File: src/hdl/kit_pkg.sv
// kit_pkg: shared types, constants and the keyword match for the keyword tokenizer
// used by kit_front, kit_fifo, kit_back and keyword_identifier_tokenizer
// no dependencies
package kit_pkg;

  localparam int ROW_BITS    = 16;
  localparam int COL_BITS    = 12;
  localparam int OFFSET_BITS = 24;
  localparam int LENGTH_BITS = 12;
  localparam int KIND_BITS   = 6;

  localparam int WORD_DEPTH  = 8;
  localparam int WORD_IDX    = $clog2(WORD_DEPTH);
  localparam int NUM_KW      = 32;

  localparam int FIFO_DEPTH  = 4;
  localparam int FIFO_PTR    = $clog2(FIFO_DEPTH);

  localparam logic [KIND_BITS-1:0] KIND_EOF      = KIND_BITS'(0);
  localparam logic [KIND_BITS-1:0] KIND_ERROR    = KIND_BITS'(1);
  localparam logic [KIND_BITS-1:0] KIND_IDENT    = KIND_BITS'(2);
  localparam logic [KIND_BITS-1:0] KIND_FIRST_KW = KIND_BITS'(3);

  localparam logic [7:0] CHAR_NEWLINE    = 8'h0a;
  localparam logic [7:0] CHAR_UNDERSCORE = 8'h5f;

  typedef struct packed {
    logic       end_of_input;
    logic [7:0] char_code;
  } kit_in_t;

  typedef struct packed {
    logic [KIND_BITS-1:0]   token_kind;
    logic [ROW_BITS-1:0]    token_row;
    logic [COL_BITS-1:0]    token_col;
    logic [OFFSET_BITS-1:0] token_offset;
    logic [LENGTH_BITS-1:0] token_length;
    logic                   last_of_run;
  } kit_tok_t;

  // one queue entry: an optional word token and an optional eof/error token
  typedef struct packed {
    logic                    has_word;
    logic [WORD_DEPTH*8-1:0] word_chars;
    logic [LENGTH_BITS-1:0]  word_len;
    logic [ROW_BITS-1:0]     word_row;
    logic [COL_BITS-1:0]     word_col;
    logic [OFFSET_BITS-1:0]  word_off;
    logic                    has_tok2;
    logic                    tok2_err;
    logic [ROW_BITS-1:0]     tok2_row;
    logic [COL_BITS-1:0]     tok2_col;
    logic [OFFSET_BITS-1:0]  tok2_off;
  } kit_entry_t;

  typedef struct packed {
    logic full;
    logic empty;
  } kit_fifo_stat_t;

  // keyword text, right aligned: first character in the highest used byte
  function automatic logic [WORD_DEPTH*8-1:0] kw_text(input int k);
    logic [WORD_DEPTH*8-1:0] t;
    t = '0;
    case (k)
      0:  t = "auto";
      1:  t = "double";
      2:  t = "int";
      3:  t = "struct";
      4:  t = "break";
      5:  t = "else";
      6:  t = "long";
      7:  t = "switch";
      8:  t = "case";
      9:  t = "enum";
      10: t = "register";
      11: t = "typedef";
      12: t = "char";
      13: t = "extern";
      14: t = "return";
      15: t = "union";
      16: t = "const";
      17: t = "float";
      18: t = "short";
      19: t = "unsigned";
      20: t = "continue";
      21: t = "for";
      22: t = "signed";
      23: t = "void";
      24: t = "default";
      25: t = "goto";
      26: t = "sizeof";
      27: t = "volatile";
      28: t = "do";
      29: t = "if";
      30: t = "static";
      31: t = "while";
      default: t = '0;
    endcase
    return t;
  endfunction

  // exact match on length and bytes; word_chars holds byte i at [8i+:8]
  function automatic logic [KIND_BITS-1:0] classify(input logic [WORD_DEPTH*8-1:0] chars,
                                                    input logic [LENGTH_BITS-1:0]  len);
    logic [KIND_BITS-1:0]    kind;
    logic [WORD_DEPTH*8-1:0] kw;
    logic                    same;
    int                      n;
    int                      idx;
    kind = KIND_IDENT;
    for (int k = 0; k < NUM_KW; k++) begin
      kw = kw_text(k);
      n  = 0;
      for (int i = 0; i < WORD_DEPTH; i++) begin
        if (kw[8*i +: 8] != 8'h00) n = n + 1;
      end
      same = (len == LENGTH_BITS'(n));
      for (int i = 0; i < WORD_DEPTH; i++) begin
        idx = (i < n) ? (n - 1 - i) : 0;
        if (i < n && chars[8*i +: 8] != kw[8*idx +: 8]) same = 1'b0;
      end
      if (same) kind = KIND_FIRST_KW + KIND_BITS'(k);
    end
    return kind;
  endfunction

endpackage

File: src/hdl/keyword_identifier_tokenizer.sv
// keyword_identifier_tokenizer: top level of the keyword/identifier tokenizer
// instantiates kit_front, kit_fifo and kit_back; depends on kit_pkg
//
//  channel | ports                          | payload
//  --------+--------------------------------+---------------------------------
//  input   | in_valid, in_stall, in_data    | kit_in_t: char_code, end_of_input
//  output  | out_valid, out_stall, out_data | kit_tok_t: kind, row, col, ...
//
// one byte is accepted per cycle while the four-entry token queue has room
// a byte giving two tokens (word then error, or word then eof) sends both
// through the output register in turn; one giving none sends nothing out
// tokens leave through the token queue and then the output register
// reset is synchronous and needs no clearing pass; in_stall is queue full
module keyword_identifier_tokenizer (
  input  logic              clk,
  input  logic              rst_n,
  input  logic              in_valid,
  output logic              in_stall,
  input  kit_pkg::kit_in_t  in_data,
  output logic              out_valid,
  input  logic              out_stall,
  output kit_pkg::kit_tok_t out_data
);

  kit_pkg::kit_fifo_stat_t stat;
  kit_pkg::kit_entry_t     push_entry;
  kit_pkg::kit_entry_t     head_entry;
  logic                    push;
  logic                    pop;

  assign in_stall = stat.full;

  kit_front u_front (
    .clk      (clk),
    .rst_n    (rst_n),
    .in_valid (in_valid),
    .in_data  (in_data),
    .stat     (stat),
    .push     (push),
    .entry    (push_entry)
  );

  kit_fifo u_fifo (
    .clk   (clk),
    .rst_n (rst_n),
    .push  (push),
    .wdata (push_entry),
    .pop   (pop),
    .rdata (head_entry),
    .stat  (stat)
  );

  kit_back u_back (
    .clk       (clk),
    .rst_n     (rst_n),
    .entry     (head_entry),
    .stat      (stat),
    .pop       (pop),
    .out_valid (out_valid),
    .out_stall (out_stall),
    .out_data  (out_data)
  );

`ifndef ASSERT_OFF
  // every end transfer queues an eof token
  a_end_pushes_eof: assert property (@(posedge clk) disable iff (!rst_n)
    (in_valid && !in_stall && in_data.end_of_input) |->
      (push && push_entry.has_tok2 && !push_entry.tok2_err))
    else $error("end transfer did not queue an eof token");

  // a queued entry always carries at least one token
  a_push_nonempty: assert property (@(posedge clk) disable iff (!rst_n)
    push |-> (push_entry.has_word || push_entry.has_tok2))
    else $error("empty entry pushed into token queue");

  // queue cannot be full and empty at once
  a_fifo_stat: assert property (@(posedge clk) disable iff (!rst_n)
    !(stat.full && stat.empty))
    else $error("token queue full and empty");

  // eof and error tokens close their run
  a_tok2_last: assert property (@(posedge clk) disable iff (!rst_n)
    (out_valid && (out_data.token_kind == kit_pkg::KIND_EOF ||
                   out_data.token_kind == kit_pkg::KIND_ERROR)) |->
      out_data.last_of_run)
    else $error("eof or error token without last_of_run");
`endif

endmodule

File: src/hdl/kit_front.sv
// kit_front: accepts source bytes, tracks position and the open word,
// and pushes token entries into the queue; depends on kit_pkg
module kit_front (
  input  logic                    clk,
  input  logic                    rst_n,
  input  logic                    in_valid,
  input  kit_pkg::kit_in_t        in_data,
  input  kit_pkg::kit_fifo_stat_t stat,
  output logic                    push,
  output kit_pkg::kit_entry_t     entry
);

  localparam logic [kit_pkg::ROW_BITS-1:0]    ROW_MAX = '1;
  localparam logic [kit_pkg::COL_BITS-1:0]    COL_MAX = '1;
  localparam logic [kit_pkg::OFFSET_BITS-1:0] OFF_MAX = '1;
  localparam logic [kit_pkg::LENGTH_BITS-1:0] LEN_MAX = '1;

  logic                                in_word_r, in_word_nxt;
  logic [kit_pkg::WORD_DEPTH*8-1:0]    chars_r, chars_nxt;
  logic [kit_pkg::LENGTH_BITS-1:0]     len_r, len_nxt;
  logic [kit_pkg::ROW_BITS-1:0]        srow_r, srow_nxt;
  logic [kit_pkg::COL_BITS-1:0]        scol_r, scol_nxt;
  logic [kit_pkg::OFFSET_BITS-1:0]     soff_r, soff_nxt;
  logic [kit_pkg::ROW_BITS-1:0]        line_r, line_nxt;
  logic [kit_pkg::COL_BITS-1:0]        col_r, col_nxt;
  logic [kit_pkg::OFFSET_BITS-1:0]     off_r, off_nxt;

  logic [kit_pkg::ROW_BITS-1:0]        adv_line;
  logic [kit_pkg::COL_BITS-1:0]        adv_col;
  logic [kit_pkg::OFFSET_BITS-1:0]     adv_off;

  logic       acc;
  logic [7:0] c;
  logic       is_space, is_letter, is_word;

  assign acc = in_valid && !stat.full;
  assign c   = in_data.char_code;

  assign is_space  = (c == 8'h20) || (c >= 8'h09 && c <= 8'h0d);
  assign is_letter = (c >= 8'h41 && c <= 8'h5a) || (c >= 8'h61 && c <= 8'h7a);
  assign is_word   = is_letter || (c >= 8'h30 && c <= 8'h39) ||
                     (c == kit_pkg::CHAR_UNDERSCORE);

  // saturating position after consuming c
  always_comb begin
    adv_off  = (off_r != OFF_MAX) ? off_r + 1'b1 : off_r;
    adv_line = line_r;
    adv_col  = col_r;
    if (c == kit_pkg::CHAR_NEWLINE) begin
      adv_line = (line_r != ROW_MAX) ? line_r + 1'b1 : line_r;
      adv_col  = '0;
    end else if (col_r != COL_MAX) begin
      adv_col = col_r + 1'b1;
    end
  end

  always_comb begin
    in_word_nxt = in_word_r;
    chars_nxt   = chars_r;
    len_nxt     = len_r;
    srow_nxt    = srow_r;
    scol_nxt    = scol_r;
    soff_nxt    = soff_r;
    line_nxt    = line_r;
    col_nxt     = col_r;
    off_nxt     = off_r;
    push        = 1'b0;

    entry.has_word   = in_word_r;
    entry.word_chars = chars_r;
    entry.word_len   = len_r;
    entry.word_row   = srow_r;
    entry.word_col   = scol_r;
    entry.word_off   = soff_r;
    entry.has_tok2   = 1'b0;
    entry.tok2_err   = 1'b0;
    entry.tok2_row   = line_r;
    entry.tok2_col   = col_r;
    entry.tok2_off   = off_r;

    if (acc) begin
      if (in_data.end_of_input) begin
        entry.has_tok2 = 1'b1;
        push           = 1'b1;
        in_word_nxt    = 1'b0;
        line_nxt       = '0;
        col_nxt        = '0;
        off_nxt        = '0;
      end else if (in_word_r && is_word) begin
        entry.has_word = 1'b0;
        if (len_r < kit_pkg::LENGTH_BITS'(kit_pkg::WORD_DEPTH)) begin
          chars_nxt[{len_r[kit_pkg::WORD_IDX-1:0], 3'b000} +: 8] = c;
        end
        if (len_r != LEN_MAX) len_nxt = len_r + 1'b1;
        line_nxt = adv_line;
        col_nxt  = adv_col;
        off_nxt  = adv_off;
      end else begin
        line_nxt    = adv_line;
        col_nxt     = adv_col;
        off_nxt     = adv_off;
        in_word_nxt = 1'b0;
        push        = in_word_r;
        if (is_letter) begin
          in_word_nxt     = 1'b1;
          srow_nxt        = line_r;
          scol_nxt        = col_r;
          soff_nxt        = off_r;
          chars_nxt[7:0]  = c;
          len_nxt         = kit_pkg::LENGTH_BITS'(1);
        end else if (!is_space) begin
          entry.has_tok2 = 1'b1;
          entry.tok2_err = 1'b1;
          push           = 1'b1;
        end
      end
    end
  end

  always_ff @(posedge clk) begin
    if (!rst_n) begin
      in_word_r <= 1'b0;
      len_r     <= '0;
      srow_r    <= '0;
      scol_r    <= '0;
      soff_r    <= '0;
      line_r    <= '0;
      col_r     <= '0;
      off_r     <= '0;
    end else begin
      in_word_r <= in_word_nxt;
      len_r     <= len_nxt;
      srow_r    <= srow_nxt;
      scol_r    <= scol_nxt;
      soff_r    <= soff_nxt;
      line_r    <= line_nxt;
      col_r     <= col_nxt;
      off_r     <= off_nxt;
    end
  end

  // word bytes are only read below the current length
  always_ff @(posedge clk) begin
    chars_r <= chars_nxt;
  end

endmodule

File: src/hdl/kit_fifo.sv
// kit_fifo: short queue of token entries between front and back
// depends on kit_pkg
module kit_fifo (
  input  logic                    clk,
  input  logic                    rst_n,
  input  logic                    push,
  input  kit_pkg::kit_entry_t     wdata,
  input  logic                    pop,
  output kit_pkg::kit_entry_t     rdata,
  output kit_pkg::kit_fifo_stat_t stat
);

  kit_pkg::kit_entry_t           mem_r [kit_pkg::FIFO_DEPTH];
  logic [kit_pkg::FIFO_PTR-1:0]  wr_ptr_r, wr_ptr_nxt;
  logic [kit_pkg::FIFO_PTR-1:0]  rd_ptr_r, rd_ptr_nxt;
  logic [kit_pkg::FIFO_PTR:0]    count_r, count_nxt;
  logic                          do_push, do_pop;

  assign stat.full  = (count_r == (kit_pkg::FIFO_PTR+1)'(kit_pkg::FIFO_DEPTH));
  assign stat.empty = (count_r == '0);
  assign do_push    = push && !stat.full;
  assign do_pop     = pop && !stat.empty;
  assign rdata      = mem_r[rd_ptr_r];

  always_comb begin
    wr_ptr_nxt = do_push ? wr_ptr_r + 1'b1 : wr_ptr_r;
    rd_ptr_nxt = do_pop  ? rd_ptr_r + 1'b1 : rd_ptr_r;
    count_nxt  = count_r;
    if (do_push && !do_pop) count_nxt = count_r + 1'b1;
    else if (!do_push && do_pop) count_nxt = count_r - 1'b1;
  end

  always_ff @(posedge clk) begin
    if (!rst_n) begin
      wr_ptr_r <= '0;
      rd_ptr_r <= '0;
      count_r  <= '0;
    end else begin
      wr_ptr_r <= wr_ptr_nxt;
      rd_ptr_r <= rd_ptr_nxt;
      count_r  <= count_nxt;
    end
  end

  always_ff @(posedge clk) begin
    if (do_push) mem_r[wr_ptr_r] <= wdata;
  end

endmodule

File: src/hdl/kit_back.sv
// kit_back: drains queue entries, matches keywords and drives the token
// output register, one token per cycle unless out_stall holds it; depends on kit_pkg
module kit_back (
  input  logic                    clk,
  input  logic                    rst_n,
  input  kit_pkg::kit_entry_t     entry,
  input  kit_pkg::kit_fifo_stat_t stat,
  output logic                    pop,
  output logic                    out_valid,
  input  logic                    out_stall,
  output kit_pkg::kit_tok_t       out_data
);

  logic              out_valid_r, out_valid_nxt;
  kit_pkg::kit_tok_t out_r, out_nxt;
  logic              phase_r, phase_nxt;
  logic              load;

  assign load      = !out_valid_r || !out_stall;
  assign out_valid = out_valid_r;
  assign out_data  = out_r;

  always_comb begin
    pop           = 1'b0;
    phase_nxt     = phase_r;
    out_nxt       = out_r;
    out_valid_nxt = out_valid_r && out_stall;
    if (load && !stat.empty) begin
      out_valid_nxt = 1'b1;
      if (!phase_r && entry.has_word) begin
        out_nxt.token_kind   = kit_pkg::classify(entry.word_chars, entry.word_len);
        out_nxt.token_row    = entry.word_row;
        out_nxt.token_col    = entry.word_col;
        out_nxt.token_offset = entry.word_off;
        out_nxt.token_length = entry.word_len;
        out_nxt.last_of_run  = !entry.has_tok2;
        // second token of the same entry follows next
        if (entry.has_tok2) phase_nxt = 1'b1;
        else pop = 1'b1;
      end else begin
        out_nxt.token_kind   = entry.tok2_err ? kit_pkg::KIND_ERROR : kit_pkg::KIND_EOF;
        out_nxt.token_row    = entry.tok2_row;
        out_nxt.token_col    = entry.tok2_col;
        out_nxt.token_offset = entry.tok2_off;
        out_nxt.token_length = entry.tok2_err ? kit_pkg::LENGTH_BITS'(1) : '0;
        out_nxt.last_of_run  = 1'b1;
        pop                  = 1'b1;
        phase_nxt            = 1'b0;
      end
    end
  end

  always_ff @(posedge clk) begin
    if (!rst_n) begin
      out_valid_r <= 1'b0;
      phase_r     <= 1'b0;
    end else begin
      out_valid_r <= out_valid_nxt;
      phase_r     <= phase_nxt;
    end
  end

  always_ff @(posedge clk) begin
    out_r <= out_nxt;
  end

endmodule

File: config.mk
export PLATFORM = sky130hd
export DESIGN_NAME = keyword_identifier_tokenizer
export DESIGN_NICKNAME = d
export VERILOG_FILES = /design/src/hdl/kit_pkg.sv /design/src/hdl/keyword_identifier_tokenizer.sv /design/src/hdl/kit_front.sv /design/src/hdl/kit_fifo.sv /design/src/hdl/kit_back.sv
export SDC_FILE = /design/constraint.sdc
export NUM_CORES = 1
export LEC_CHECK = 0
export BUFFER_PORTS_ARGS = -buffer_cell sky130_fd_sc_hd__clkbuf_2
export CAP_MARGIN = 10
export CELL_PAD_IN_SITES_DETAIL_PLACEMENT = 1
export CELL_PAD_IN_SITES_GLOBAL_PLACEMENT = 1
export CORE_ASPECT_RATIO = 0.5
export CORE_MARGIN = 5
export CORE_UTILIZATION = 43
export CTS_CLUSTER_DIAMETER = 40
export DETAILED_ROUTE_END_ITERATION = 10
export PLACE_DENSITY_LB_ADDON = 0.15
export REMOVE_ABC_BUFFERS = 1
export SLEW_MARGIN = 20
export SYNTH_ARGS = -nofsm -noshare
export SYNTH_HDL_FRONTEND = slang
export SYNTH_SLANG_ARGS = --single-unit
File: constraint.sdc
create_clock -name clk -period 11.3 [get_ports clk]
set_input_delay 2.825 -clock clk [delete_from_list [all_inputs] [get_ports clk]]
set_output_delay 2.825 -clock clk [all_outputs]
set_load 0.01 [all_outputs]
* Word-level counts from Yosys, hierarchy flattened *
Memory sizes are Yosys's and may differ from the RTL's. A register that Yosys moved wholly into a read port is not among the register bits.
Cells that the tools add are included.

storage, ports and cells
  memories = 1
  word-level logic and storage cells = 3,377
  RAM bits = 732
  flip-flop bits (word level) = 261
  bits of input ports = 13

memory list
  name          depth  bits a word  read ports  clocked after memory_dff  wr ports  line            source
  u_fifo.mem_r  4      183          1           1                         1         kit_fifo.sv:13  kit_pkg::kit_entry_t mem_r [kit_pkg::FIFO_DEPTH];

operators by class
  equality and inequality tests = 300
  shift-type cells = 258
  $add $sub $neg = 489
  bitwise logic cells = 2
  multiplexer cells = 1,487
  magnitude comparators = 265
  reductions and logical operators = 554

operators by type and width
  operator                number
  $mux 32                 736
  $shiftx 64x32->8        256
  $mux 29                 256
  $add 32x2->32 const B   224
  $lt 4x32->1 const A     128
  $mux 64                 64
  $sub 29x4->29 const B   128
  $lt 3x32->1 const A     64
  $ne 8x8->1              256
  $reduce_bool 8->1       256
  $sub 29x2->29 const B   64
  $sub 29x3->29 const B   64
  $lt 1x32->1 const A     32
  $lt 2x32->1 const A     32
  $eq 12x12->1            32
  $mux 1                  376
  $logic_and 1x1->1       269
  $mux 5                  16
  $mux 12                 6
  $mux 71                 1
  $bwmux 64               1
  $shift 8x8->64 const A  1
  $shiftx 8x8->64         1
  $mux 16                 3
  38 further kinds        89

* Depth between registers and ports, before layout *
Gate-level depths: netlist (run 1).

  word-level depth = 84
  gate-level depth with buffers = 16

* Cells and area by module *
A second synthesis (run 1) with hierarchy kept.

unflattened totals
  cells, all modules = 2,396
  area, all modules = 39,821.9 um^2

by module, submodules not included
  module     cells each  sequential area each (um^2)  times used  area an instance (um^2)
  kit_fifo   1,004       22,161.3                     1           27,069.7
  kit_front  860         4,264.1                      1           8,051.5
  kit_back   532         2,172.1                      1           4,700.8

* Worst setup path before layout (run 1) *
OpenSTA, ideal clock, no wires.

  path kind = input to register
  from = input in_data[3] (netlist bit)
  to = memory u_fifo.mem_r[0][0] (netlist bit) (enable)
  data required time = 10.735 ns
  slack = 2.271 ns
  library setup time = 0.565 ns
  cell stages on the path = 9
  arrival time = 8.464 ns
  path through = clkbuf_1 -> o21ai_0 -> and3b_1 -> o21ai_0 -> a21oi_1 -> a2bb2oi_1 -> o31a_1 -> clkbuf_1 -> and2_1

on the way
  cells in the longest elaborated chain, start to end = 12
  elaborated cells on any way between the ends = 27
  those cells by class = order compare: 8; eq/ne: 2; mux: 7; reduce/logical: 10

RTL lines
  item                                             line                                source
  start, declared                                  keyword_identifier_tokenizer.sv:19  input kit_pkg::kit_in_t in_data,
  $ge 8x7->1 / $le 8x7->1 (equally long branches)  kit_front.sv:40                     assign is_letter = (c >= 8'h41 && c <= 8'h5a) || (c >= 8'h61 && c <= 8'h7a);
  $logic_and 1x1->1                                kit_front.sv:40
  $logic_or 1x1->1                                 kit_front.sv:40
  $logic_or 1x1->1 (2 in series)                   kit_front.sv:41                     assign is_word = is_letter || (c >= 8'h30 && c <= 8'h39) ||
  $logic_and 1x1->1                                kit_front.sv:89                     end else if (in_word_r && is_word) begin
  $mux 1 *                                         kit_front.sv:89
  $mux 1 *                                         kit_front.sv:82                     if (in_data.end_of_input) begin
  $mux 1 *                                         kit_front.sv:81                     if (acc) begin
  $logic_and 1x1->1 *                              kit_fifo.sv:21                      assign do_push = push && !stat.full;
  net u_fifo.do_push                               kit_fifo.sv:17                      logic do_push, do_pop;
  $mux 1 *                                         kit_fifo.sv:46                      if (do_push) mem_r[wr_ptr_r] <= wdata;
  $mux 1 (implied by the code) *                   kit_fifo.sv:46
  end, declared                                    kit_fifo.sv:13

The timed path passes the listed nets; every way through them passes the cells marked *.

* Worst setup path after layout (run 1) *
  from = input in_data[2] (netlist bit)
  to = memory u_fifo.mem_r[0][7] (netlist bit) (enable)

on the way
  cells in the longest elaborated chain, start to end = 12
  elaborated cells on any way between the ends = 27
  those cells by class = order compare: 8; eq/ne: 2; mux: 7; reduce/logical: 10

RTL lines
  item                                             line
  $ge 8x7->1 / $le 8x7->1 (equally long branches)  kit_front.sv:40
  $logic_and 1x1->1                                kit_front.sv:40
  $logic_or 1x1->1                                 kit_front.sv:40
  $logic_or 1x1->1 (2 in series)                   kit_front.sv:41
  $logic_and 1x1->1                                kit_front.sv:89
  $mux 1 *                                         kit_front.sv:89
  $mux 1 *                                         kit_front.sv:82
  $mux 1 *                                         kit_front.sv:81
  $logic_and 1x1->1 *                              kit_fifo.sv:21
  $mux 1 *                                         kit_fifo.sv:46
  $mux 1 (implied by the code) *                   kit_fifo.sv:46

Mark *: on every way between the ends. The rest lies on a longest branch, timed or not.

==> run summary, run 1 <==
Status: finished clean
DRC: 0
Critical path launch point type: primary input
Top Ports: 86
Vias per inst: 5.577
Final min period: 6211 ps
First-pass GRT wire length: 141.9 mm
Hold WC Path Type: reg -> reg
Final hold viol count: 0
Largest family of logic cells by synthesized area: multiplexers
Global route overflow: 0
Switching share of total power: 27.47%
Avg Cell Area, Syn: 17.23 um2
Worst EP arrival: 6510 ps
Sequential Area: 28600 um2
Iteration-0 DRC count of the detailed router: 1249
Antenna Nets Post-Route: 0
Internal power: 0.007234 W
Die W: 435.7 um
Total Routed Length: 93.61 mm
Port bufs: 85
Compound-Gate Fraction of Synth Area: 2.623%
Die Ht: 222.9 um
Synth Area in Adders: 0.4046%
Slew margin rel.: 24.77%
Post-synth EDFFs: 867
Clock latency on the worst-skew pair: 680 ps
Area share of xor/xnor cells in the synthesized design: 1.236%
CTS max path bufs: 3
Mapped cell area: 38970 um2
Vias in the first global route: 21532
Maximum vdd drop: 0.0001116 V
NetSw: 0.002741 W
Core area: 90270 um2
Largest net degree at the start of global routing: 164
Post-CTS sizing: 0
Comb pwr share: 19.2%
Worst-path maximum fanout: 54
Starting Density: 43.16%
Hold buffers post-CTS: 0
Worst EP required: 11600 ps
Commonest cells in the netlist: edfxtp_1 (867), nand2_1 (165), nor2_1 (147)
Cell variety after synth: 82
Pwr dens: 225.4 nW/um2
Fin util: 49.03%
Post-CTS setup repair buffer count: 0
Most frequent cell after synthesis: edfxtp_1
Yosys top cell by area: edfxtp_1
Unrepaired setup endpoints after global routing: no
CTS root buf: clkbuf_16
Async SR Flop Fraction: 0%
FMAX: 0.1610 GHz
Final Cycle Share: 54.97%
Clk sinks: 995
Synth top area cells: edfxtp_1 (67%), mux4_2 (8.4%), dfxtp_1 (6.6%)
Post-Layout Cell Count: 3670
Area of the multi-input gates: 9879 um2
Layout area overhead: 13.59%
Routed len/inst: 25.51 um
Dpl cells: 3483
First-pass DRT Iterations: 5
Lkg Pwr: 14.41 nW
Layout fillers: 8398
# H-tree levels: 3
Max Cap Viol: 0
Fin nets: 2411
Post-synthesis cell count: 2262
Top-area cell type share of the netlist area: 66.81%
Die area: 97100 um2
YS warnings: 0
Final Max Tran Viols: 0
Worst-Margin Slew: 1129 ps
Reg power frac: 46.0%
Synth Area in Simple Gates: 9.511%
Detailed placement HPWL: 57.45 mm
Setup Viol. Count Final: 0
Share of layout cells above drive strength 1: 20.94%
Post-synthesis sequential area ratio: 73.39%
Crit Path Category: in -> reg
CP Capture Type: register
Vias: 20467
Clock Power Share: 34.8%
Final GP Congestion: 0.9190
Synth Flop Type: edfxtp_1
Site Rows: 78
Mux contribution to synthesized area: 11.42%
Antenna violations before repair: 3
GRT Total Usage: 19.33%
CTS tree: built
TritonCTS Buffers: 99
FF+latch count, synth: 995
Clock-pin slew on the worst setup and hold paths: 60 ps
Worst Skew: 17.49 ps
-- metrics by stage --
step	TNS [ps]	setup WS [ps]	cell area (um2)	hold WS, ps	power [W]
6_report	0	5089	44260	495.9	0.009975
5_1_grt	0	4727	44260	518.4	0.01041
4_1_cts	0	5002	44200	500.6	0.01013
3_5_place_dp	0	4258	40730	485.2	0.006646
3_3_place_gp	0	4413	40730	470.7	0.006624
2_1_floorplan	-854020	-11310	38500	458.7	0.006274
-- sequential cells by signal, indices dropped and copies added, names as in the netlist, named ones only --
| register | flops |
|---|---|
| u_front.len_r | 12 |
| u_front.scol_r | 12 |
| u_fifo.wr_ptr_r | 2 |
| u_back.out_data | 71 |
| u_fifo.rd_ptr_r | 2 |
| u_front.off_r | 24 |
| u_front.line_r | 16 |
| u_front.srow_r | 16 |
| u_fifo.mem_r | 732 |
| u_front.chars_r | 64 |
| u_back.out_valid | 1 |
| u_front.in_word_r | 1 |
| u_back.phase_r | 1 |
| u_front.soff_r | 24 |
| u_front.col_r | 12 |
| u_fifo.count_r | 3 |
-- cell type report --
class	instances	area share (%)
Clock buffer	117	5.965
Inverter	23	0.1951
Sequential cell	995	64.63
Antenna cell	1	0.005654
Timing Repair Buffer	114	1.628
Clock inverter	67	1.866
Multi-Input combinational cell	1153	22.32
Tap cell	1200	3.392
-- critical path: stages --
cell       delay, ps
clkbuf_2         240
o21ai_0          120
and3b_1          190
o21ai_0          260
a21oi_1          200
a2bb2oi_1        300
o31a_1           380
and2_4           710
buf_4            470
buf_4            740
-- power groups by stage --
stage / combinational, W / clock (W) / sequential (W)
finish: 0.00192 / 0.00347 / 0.00459
global route: 0.00207 / 0.00373 / 0.00462
CTS: 0.00198 / 0.00355 / 0.00460
detailed placement: 0.00197 / 0 / 0.00467
global placement: 0.00197 / 0 / 0.00465
floorplan: 0.00144 / 0 / 0.00484
-- cells by family after synthesis --
logic type / count (synthesis)
simple gates: 693
compound gates: 161
xor+xnor: 55
buf+inv: 114
mux: 232
fa+ha+maj: 12
flops: 995
-- per-layer routing --
| metal | up-vias | GRT usage, % | share of wire (%) |
|---|---|---|---|
| met5 | - | 0 | 0.014 |
| met2 | 382 | 31.97 | 49 |
| met4 | 2 | 5.417 | 2.3 |
| met1 | 10794 | 26.85 | 45 |
| met3 | 151 | 3.058 | 3.6 |
| li1 | 9138 | - | - |
-- layout by cell type, fill, tap and decap left out, types with 14 or more instances in the layout --
cell / count
edfxtp_1: 867
nand2_1: 164
nor2_1: 147
mux4_2: 145
dfxtp_1: 126
clkbuf_16: 103
clkbuf_2: 85
a21oi_1: 73
nand3_1: 58
mux2_2: 57
and2_1: 44
nor2b_1: 41
nor4_1: 30
xor2_1: 29
nor3_1: 27
xnor2_1: 26
buf_4: 24
nand4_1: 23
inv_1: 21
nand2b_1: 21
and3_1: 20
o21ai_0: 17
or3_1: 17
mux2i_1: 15
mux4_1: 15
bufinv_16: 15
nor4b_1: 14
clkinv_2: 14
-- path summary, 6_finish.rpt --
kind	depth (start not counted)	slack (ps)	start	end
max	10	5090	in_data[2]	u_fifo.mem_r[0][7]
min	0	500	u_front.chars_r[60]	u_fifo.mem_r[2][178]
max reg2reg	9	6040	register	u_back.out_data[66]
min reg2reg	0	500	u_front.chars_r[60]	u_fifo.mem_r[2][178]
Note: power is estimated with default switching activity, not from simulation.
==> inputs of run 2 (changes only) <==
ABC_AREA = 1   (was unset)
clock period = 5.64 ns   (was 11.3 ns; I/O delays follow)
==> run summary, run 2 <==
Clock-pin slew on the worst setup and hold paths: 60 ps
Final min period: 4013 ps
Synth top area cells: edfxtp_1 (65%), dfxtp_1 (6.4%), nor2_1 (6.2%)
Unrepaired setup endpoints after global routing: no
CTS max path bufs: 3
Post-route cell area: 45090 um2
Routed len/inst: 22.01 um
First-pass DRT Iterations: 5
Layer carrying the most global-route usage: met2
Layout area overhead: 12.71%
DRC: 0
Die Ht: 225.7 um
Top reg by flops: u_fifo.mem_r
Overall power: 0.02208 W
Worst-path maximum fanout: 19
Post-CTS setup repair buffer count: 0
Share of layout cells above drive strength 1: 10.10%
Crit Path Category: reg -> reg
Max Cap Viol: 0
# H-tree levels: 3
FMAX: 0.2492 GHz
Worst Path Buf+Inv: 2
CP Capture Type: register
Worst EP arrival: 4330 ps
Hold WC Path Type: reg -> reg
Iteration-0 DRC count of the detailed router: 1942
Worst Skew: 20.52 ps
Detailed placement HPWL: 65.32 mm
Maximum vdd drop: 0.0004546 V
Post-synthesis cell count: 3476
Layout fillers: 9735
Die area: 99610 um2
GRT Total Usage: 21.63%
Vias in the first global route: 27443
Vias per inst: 5.395
YS warnings: 0
Critical path launch point type: register
First-pass GRT wire length: 165.8 mm
Most frequent cell after synthesis: edfxtp_1
Synth Flop Type: edfxtp_1
Largest net degree at the start of global routing: 173
Hold WS: 458.2 ps
Worst-Margin Slew: 1071 ps
CTS tree: built
Async SR Flop Fraction: 0%
Vias: 26365
Final hold viol count: 0
Pwr dens: 489.8 nW/um2
CTS root buf: clkbuf_16
Hold buffers post-CTS: 0
Most frequent cells in the layout: edfxtp_1 (867), nor2_1 (661), nand2_1 (503), o21ai_0 (309), inv_1 (186)
Global route overflow: 0
Post-synth EDFFs: 867
Post-synthesis sequential area ratio: 71.48%
Crit path max-delay family: simple AND/OR/NAND/NOR gates
Commonest cells in the netlist: edfxtp_1 (867), nor2_1 (665), nand2_1 (503)
Avg Cell Area, Syn: 11.51 um2
Final GP Congestion: 0.9015
Worst slack, placed: 1065 ps
CP max-delay cell: dfxtp_1
Worst-path cell chain: inv_1, ha_1, ha_1, inv_1, nor2_1, nand3_1, nor2_1
Fin nets: 3571
Commonest non-fill, non-tap cell in the layout: edfxtp_1
Antenna Nets Post-Route: 0
Final Max Tran Viols: 0
FF+latch count, synth: 995
Met2 usage in global routing: 36.39%
Final WS setup: 1627 ps
Yosys top cell by area: edfxtp_1
Slowest Stage Delay on Critical Path: 870 ps
TritonCTS Buffers: 103
Worst EP required: 5960 ps
Largest register FFs: 732
Status: finished clean
GR Util met3: 3.327%
Final Cycle Share: 71.15%
Total negative slack: 0 ps
Starting Density: 43.19%
Clock latency on the worst-skew pair: 690 ps
Port bufs: 85
Mapped cell area: 40010 um2
Core area: 92620 um2
Lkg Pwr: 15.82 nW
Met1 Track Usage GR: 30.03%
Clk sinks: 995
Cell variety after synth: 58
Site Rows: 79
Die W: 441.4 um
Post-CTS sizing: 0
Total Routed Length: 107.6 mm
Top Ports: 86
Slew margin rel.: 28.57%
Top-area cell type share of the netlist area: 65.08%
Antenna violations before repair: 2
Placed Area: 41670 um2
Setup Viol. Count Final: 0
Ant. Diodes: 0
## run 2: cell types whose count changed after synthesis, sizes merged, moves of 50 or more
cell   previous run  this run
a31oi             4        64
and2             50         0
inv              22       208
mux2             57         0
mux4            160         0
nand2           165       510
nand3            58       184
nor2            147       686
o21ai            21       321
o22ai             3        55
## run 2: cell type report
| cell class | count | area (um2) | share of cell area [%] |
|---|---|---|---|
| flip-flops and latches | 995 | 28600 | 63.44 |
| well taps | 1255 | 1570 | 3.483 |
| clock buffers | 133 | 2793 | 6.194 |
| repair buffers | 121 | 837.1 | 1.856 |
| inverters | 210 | 805.8 | 1.787 |
| multi-input cells | 2115 | 9851 | 21.85 |
| clock inverters | 58 | 628.1 | 1.393 |
## run 2: cells by family (layout without fill, tap and decap cells)
kind of cell             count (synthesis)  count (layout)  synth area share, %
XOR/XNOR                                 3               3              0.06569
flip-flops                             995             995                71.48
buffers and inverters                  366             522                4.031
AND/OR/NAND/NOR                       1532            1532                16.24
AO/OA/AOI/OAI                          568             568                7.784
adder cells (fa/ha/maj)                 12              12               0.3941
## run 2: worst paths after layout
path / from / to / slack, ps / depth (start not counted)
worst max-delay path: u_front.len_r[0] / u_front.chars_r[37] / 1630 / 7
worst min register to register: u_fifo.rd_ptr_r[1] / register / 460 / 2
worst max register to register: u_front.len_r[0] / u_front.chars_r[37] / 1630 / 7
worst min-delay path: u_fifo.rd_ptr_r[1] / register / 460 / 2
## run 2: metrics by stage
stage | cells | util, %
global route | 4887 | 48.68
CTS | 4887 | 48.68
global placement | 4696 | 44.99
floorplan | 3320 | -
finish | 4887 | 48.68
detailed placement | 4696 | 44.99
## run 2: power breakdown
part	internal [W]	switching [W]
registers	0.00902	0.000279
logic	0.00151	0.00440
clock network	0.00388	0.00299
total	0.0144	0.00767
## run 2: metal layers
metal,vias to the layer above,part of all wire (%)
met5,-,0
met4,0,1.8
met3,130,3.5
met2,415,48
met1,13437,46
li1,12383,-
## run 2: worst register-to-register path, cell delays in order (launching register included)
cell and delay (ps):
dfxtp_1 870, inv_1 180, ha_1 250, ha_1 490
inv_1 340, nor2_1 450, nand3_1 440, nor2_1 640
